[config.mk]
export PLATFORM = sky130hd
export DESIGN_NAME = rbf_ctrl
export DESIGN_NICKNAME = d
export VERILOG_FILES = /design/src/rtl/rbf_pkg.sv /design/src/rtl/rbf_ctrl.sv
export SDC_FILE = /design/constraint.sdc
export NUM_CORES = 1
export LEC_CHECK = 0
export BUFFER_PORTS_ARGS = -buffer_cell sky130_fd_sc_hd__clkbuf_2
export CAP_MARGIN = 20
export CORE_AREA = 10 10 47 49
export CTS_CLUSTER_SIZE = 12
export DETAILED_ROUTE_END_ITERATION = 8
export DIE_AREA = 0 0 57 59
export SLEW_MARGIN = 40
export SYNTH_ARGS = -nofsm -noshare
export SYNTH_HDL_FRONTEND = slang
export SYNTH_SLANG_ARGS = --single-unit
[constraint.sdc]
create_clock -name clock -period 1.7 [get_ports clock]
set_input_delay 0.34 -clock clock [delete_from_list [all_inputs] [get_ports clock]]
set_output_delay 0.34 -clock clock [all_outputs]
set_load 0.01 [all_outputs]
[src/rtl/rbf_pkg.sv]
// Types and constants of the row box filter.
package rbf_pkg;

   localparam int R_MAX_DEF        = 31;
   localparam int SAMPLE_BITS_DEF  = 16;
   localparam int WINDOW_DEPTH_DEF = 64;

   localparam int FIELD_W    = 16;
   localparam int RADIUS_W   = 5;
   localparam int RECIP_W    = 16;
   localparam int CSR_IDX_W  = 1;
   localparam int CSR_DATA_W = 16;
   localparam int SEEN_W     = 7;

   localparam logic [SEEN_W-1:0]   SEEN_MAX     = 7'd127;
   localparam logic [RADIUS_W-1:0] RADIUS_RESET = 5'd1;
   localparam logic [RECIP_W-1:0]  RECIP_RESET  = 16'd21845;

   typedef enum logic [CSR_IDX_W-1:0] {
      CSR_RADIUS = 1'b0,
      CSR_RECIP  = 1'b1
   } csr_idx_type;

   typedef struct packed {
      logic [FIELD_W-1:0] pixel_ch0;
      logic [FIELD_W-1:0] pixel_ch1;
      logic [FIELD_W-1:0] pixel_ch2;
      logic               row_end;
   } req_payload_type;

   typedef struct packed {
      logic [FIELD_W-1:0] avg_ch0;
      logic [FIELD_W-1:0] avg_ch1;
      logic [FIELD_W-1:0] avg_ch2;
      logic               final_of_run;
      logic               final_of_row;
   } rsp_payload_type;

   typedef struct packed {
      logic accept;
      logic issue;
      logic scale;
      logic next_d;
   } ctrl_cmd_type;

   typedef struct packed {
      logic start_emit;
      logic j_last;
      logic run_done;
   } dp_status_type;

endpackage

[src/rtl/rbf_ctrl.sv]
// Sequencer of the row box filter: accept, window read, scale, result beat.
module rbf_ctrl import rbf_pkg::*; (
   input  logic          clock,
   input  logic          reset,
   input  logic          req_valid,
   output logic          req_stall,
   output logic          rsp_valid,
   input  logic          rsp_stall,
   output ctrl_cmd_type  cmd,
   input  dp_status_type status
);

   typedef enum logic [2:0] {
      ST_IDLE,
      ST_ISSUE,
      ST_DRAIN,
      ST_SCALE,
      ST_OUTPUT
   } state_type;

   state_type state_ff;
   logic      stall_ff;
   logic      rsp_valid_ff;

   always_comb begin
      cmd        = '0;
      cmd.accept = req_valid && !stall_ff;
      cmd.issue  = (state_ff == ST_ISSUE);
      cmd.scale  = (state_ff == ST_SCALE);
      cmd.next_d = (state_ff == ST_OUTPUT) && !rsp_stall && !status.run_done;
   end

   always_ff @(posedge clock) begin
      if (reset) begin
         state_ff     <= ST_IDLE;
         stall_ff     <= 1'b0;
         rsp_valid_ff <= 1'b0;
      end else begin
         unique case (state_ff)
            ST_IDLE: begin
               if (req_valid && status.start_emit) begin
                  state_ff <= ST_ISSUE;
                  stall_ff <= 1'b1;
               end
            end
            ST_ISSUE: begin
               if (status.j_last) begin
                  state_ff <= ST_DRAIN;
               end
            end
            ST_DRAIN: begin
               state_ff <= ST_SCALE;
            end
            ST_SCALE: begin
               state_ff     <= ST_OUTPUT;
               rsp_valid_ff <= 1'b1;
            end
            ST_OUTPUT: begin
               if (!rsp_stall) begin
                  rsp_valid_ff <= 1'b0;
                  if (status.run_done) begin
                     state_ff <= ST_IDLE;
                     stall_ff <= 1'b0;
                  end else begin
                     state_ff <= ST_ISSUE;
                  end
               end
            end
            default: begin
               state_ff     <= ST_IDLE;
               stall_ff     <= 1'b0;
               rsp_valid_ff <= 1'b0;
            end
         endcase
      end
   end

   assign req_stall = stall_ff;
   assign rsp_valid = rsp_valid_ff;

endmodule

# Word-level counts from Yosys, hierarchy flattened
# Index checks and enable logic that the tools add are counted.
[totals]
out_inout_bits = 6
elab_cells = 37
ff_bits = 5
in_bits = 7
rom_bits = 0
latch_bits = 0
memories = 0
mem_bits_rw = 0
[classes]
eq_ne = 8
order_cmp = 0
bitwise = 2
add_sub_neg = 0
multipliers = 0
n_reduce_logical = 13
n_shift = 0
div = 0
muxes = 11
[op_table]
columns = ["op", "count"]
rows = [
  ["3-bit case mux with 5 select lines", 1],
  ["3-bit two-way mux", 3],
  ["3-bit by 2-bit == test with 1-bit output, second input constant", 2],
  ["2-bit != test, second input constant", 3],
  ["1-bit case mux with 3 select lines", 2],
  ["3-bit OR reduction", 2],
  ["1-bit two-way mux", 5],
  ["1-bit logical AND", 4],
  ["4-bit AND reduction", 1],
  ["3-bit by 1-bit == test with 1-bit output, second input constant", 1],
  ["3-bit == test, second input constant", 1],
  ["1-bit logical NOT", 3],
  ["3-bit logical NOT", 1],
  ["3-bit AND reduction", 1],
  ["2-bit by 1-bit != test with 1-bit output, second input constant", 1],
  ["1-bit inverter", 2],
  ["2-bit AND reduction", 1],
]

# Longest topological paths before layout
[logic_depth]
word_depth = 4
mapped_depth = 4
mapped_depth_nobuf = 3

# Worst setup path after synthesis
# Ideal clock, no wire load.
[synth_path]
kind = "reg2out"
start = "reg state_ff[2]"
end = "out cmd[0] in the netlist's numbering"
path_stages_with_launch = 3
arrival_ps = 1026
path_buffers = 0
t_required_ps = 1360
setup_slack_ps = 334
cell_sequence = "dfxtp_1 > or2b_1 > nor4_1"
[synth_rtl]
columns = ["item", "line", "source"]
rows = [
  ["start: declaration", "rbf_ctrl.sv:21", "state_type state_ff;"],
  ["start signal: assignment", "rbf_ctrl.sv:35", "state_ff <= ST_IDLE;"],
  ["start signal: assignment", "rbf_ctrl.sv:42", "state_ff <= ST_ISSUE;"],
  ["start signal: assignment", "rbf_ctrl.sv:48", "state_ff <= ST_DRAIN;"],
  ["end: declaration", "rbf_ctrl.sv:9", "output ctrl_cmd_type cmd,"],
]

==> metrics.txt <==
status=completed; CTS H-tree depth=1; CP startpoint=state_ff[2]; RSZ-0062 raised after global routing=no; worst setup path end=cmd[0]; Final period util=0.9022; final std cells w/o fill=62; worst skew pair latency=between 200 and 300 ps; via count=283; WS Path Type=reg -> out; Crit path required time=around 1400 ps; maximum fanout along the worst path=2; Chip Width=57 um; Slew Limit Headroom=0.7870; die area=0.003363 mm2; Site Rows=14; r2r startpoint=state_ff[2]; Clk pin slew, worst setup/hold paths=50 ps; DP Worst Slack=between 300 and 400 ps; top-area cell type share of the netlist area=0.3306; NumNets Final=54; Core Region=0.001401 mm2; CTS tree=built; Setup violations, final=0; Max Freq=652.0 MHz; Post-Syn Area per Cell=approximately 10 um2; Worst setup EP type=output port; min-delay src=reset; HP Class=in -> reg; CTS Sinks=5; Syn. warnings=0; sequential element share of the synthesized area=0.3306; Synth area leader=dfxtp_1; R2R Path End=req_stall; Post-synth EDFFs=0; Post-Syn Nets=38; Finished Cell Area=394.1 um2; initial antenna violation count=0; root buf cell=clkbuf_4; Resized Gates After CTS=0; count leader, synth=dfxtp_1; CTS buffer count=3; Final Skew=3.638 ps; Post-Synthesis Cells=31; setup TNS=0 ps; number of global-route vias before repair=286; # IOs=13; Initial Util=0.2161; Leakage=0.1706 nW; global-route wire length before repair=1.186 mm; DP Cell Count=58; 1st-iter DRT viols=3; mean routed wirelength per cell=11.89 um; gpl congestion=0.7366; synth cell count leaders=dfxtp_1 (5), nor2_1 (3), buf_6 (2), nand2_1 (2), nand2b_1 (2); Tightest Pin Transition=319.1 ps; drt pass-1 iters=4; die height=roughly 59 um; count of unique library cells instantiated by Yosys=22; register bit total from synthesis=5; r2r worst-path depth=4; R2R Setup Slk=roughly 550 ps; layout cells sized above 1=0.4565; drc violations=0; I/O Buffers=12; area delta synth->final=30.17%; Critical Path AT=roughly 1200 ps; Post-CTS Hold Buffers=0; Synth area leaders=dfxtp_1 (33%), buf_6 (7.4%), nand3b_4 (6.6%), a311oi_2 (5.0%), nand2b_1 (4.1%); Post-synth ARST share=0; placed inst area=roughly 370 um2; total power=0.3390 mW; prevailing post-synth register cell=dfxtp_1; post-CTS setup buffers=0; largest net degree at the start of global routing=12; Maximum Capacitance Violations=0; minimum clock period=1534 ps; via density per instance=4.565; post-route ant nets=0; Hold Vio Cnt, Final=0; routed wire length=737 um; Tot GR Track Use=0.04832; CP startpoint kind=flop; Inserted Diodes=0; Mapped Area=302.8 um2; Pwr Density=860.0 mW/mm2; hold path cells=2; grt ovf=0; Slew Limit Fails=0; final worst slack=166.3 ps; Max VDD drop=0.2748 mV; CTS Buffer Depth=2
==> power by group <==
group	internal (mW)	leakage, nW	switching (mW)
sequential	0.126	0.0409	0.0138
clock	0.0890	0.0150	0.0533
combinational	0.0299	0.115	0.0268
total	0.245	0.171	0.0940
==> metrics by stage <==
step,util,hold WS (ps)
floorplan,-,407.9
global placement,0.2625,472.5
detailed placement,0.2625,484.4
CTS,0.2813,329.0
global route,0.2813,333.6
finish,0.2813,342.1
==> metal layers <==
layer / track usage / wire, um / up-vias
met5: 0 / 0 / -
met4: 0.06040 / 29 / 0
met3: 0.02575 / 33 / 3
met2: 0.06822 / 322 / 12
met1: 0.04492 / 353 / 121
li1: - / - / 147
==> final cells by class <==
cell class              instances  area (um2)
clock buffers                   4       26.28
fillers                       163        1007
multi-input cells              24       180.2
flip-flops and latches          5       100.1
well taps                      16       20.02
repair buffers                 13       67.56
==> worst max-delay path, stage by stage, from the launching register on <==
cell and delay (ps):
dfxtp_1 320, or2b_1 250, nor4_1 190, clkbuf_2 180
==> cell families (layout without fill, tap and decap cells) <==
kind of cell | after synthesis | in the layout | synth area share
compound gates | 8 | 8 | 0.2231
buf+inv | 2 | 17 | 0.07437
flops | 5 | 5 | 0.3306
mux | 1 | 1 | 0.03719
simple gates | 15 | 15 | 0.3348
==> placed cells by master, fill, tap and decap left out <==
| cell type | synthesis | final |
|---|---|---|
| o32a_1 | 1 | 1 |
| clkbuf_2 | 0 | 12 |
| nand2b_1 | 2 | 2 |
| o32a_2 | 1 | 1 |
| nor2_1 | 3 | 3 |
| clkbuf_1 | 0 | 1 |
| o21ai_1 | 1 | 1 |
| dfxtp_1 | 5 | 5 |
| a21oi_1 | 1 | 1 |
| or4_1 | 1 | 1 |
| o21a_1 | 1 | 1 |
| nor2b_1 | 1 | 1 |
| a311oi_2 | 1 | 1 |
| clkbuf_4 | 0 | 3 |
| or2b_1 | 1 | 1 |
| a21boi_0 | 1 | 1 |
| nor4_1 | 1 | 1 |
| and3b_2 | 1 | 1 |
| nor3b_1 | 1 | 1 |
| nand3b_4 | 1 | 1 |
| nand2_1 | 2 | 2 |
| nor3_1 | 1 | 1 |
| buf_4 | 0 | 1 |
| a31oi_1 | 1 | 1 |
| mux2_2 | 1 | 1 |
==> flip-flops by register name (all words and copies together) (netlist names) <==
| name | cells |
|---|---|
| req_stall | 1 |
| state_ff | 3 |
| rsp_valid | 1 |
==> worst min path at each step <==
stage                       end  slack [ps]
floorplan           state_ff[0]         410
global placement      req_stall         470
detailed placement    req_stall         480
CTS                 state_ff[0]         330
global route        state_ff[0]         330
finish              state_ff[0]         340
(Power assumes the default switching activity.)
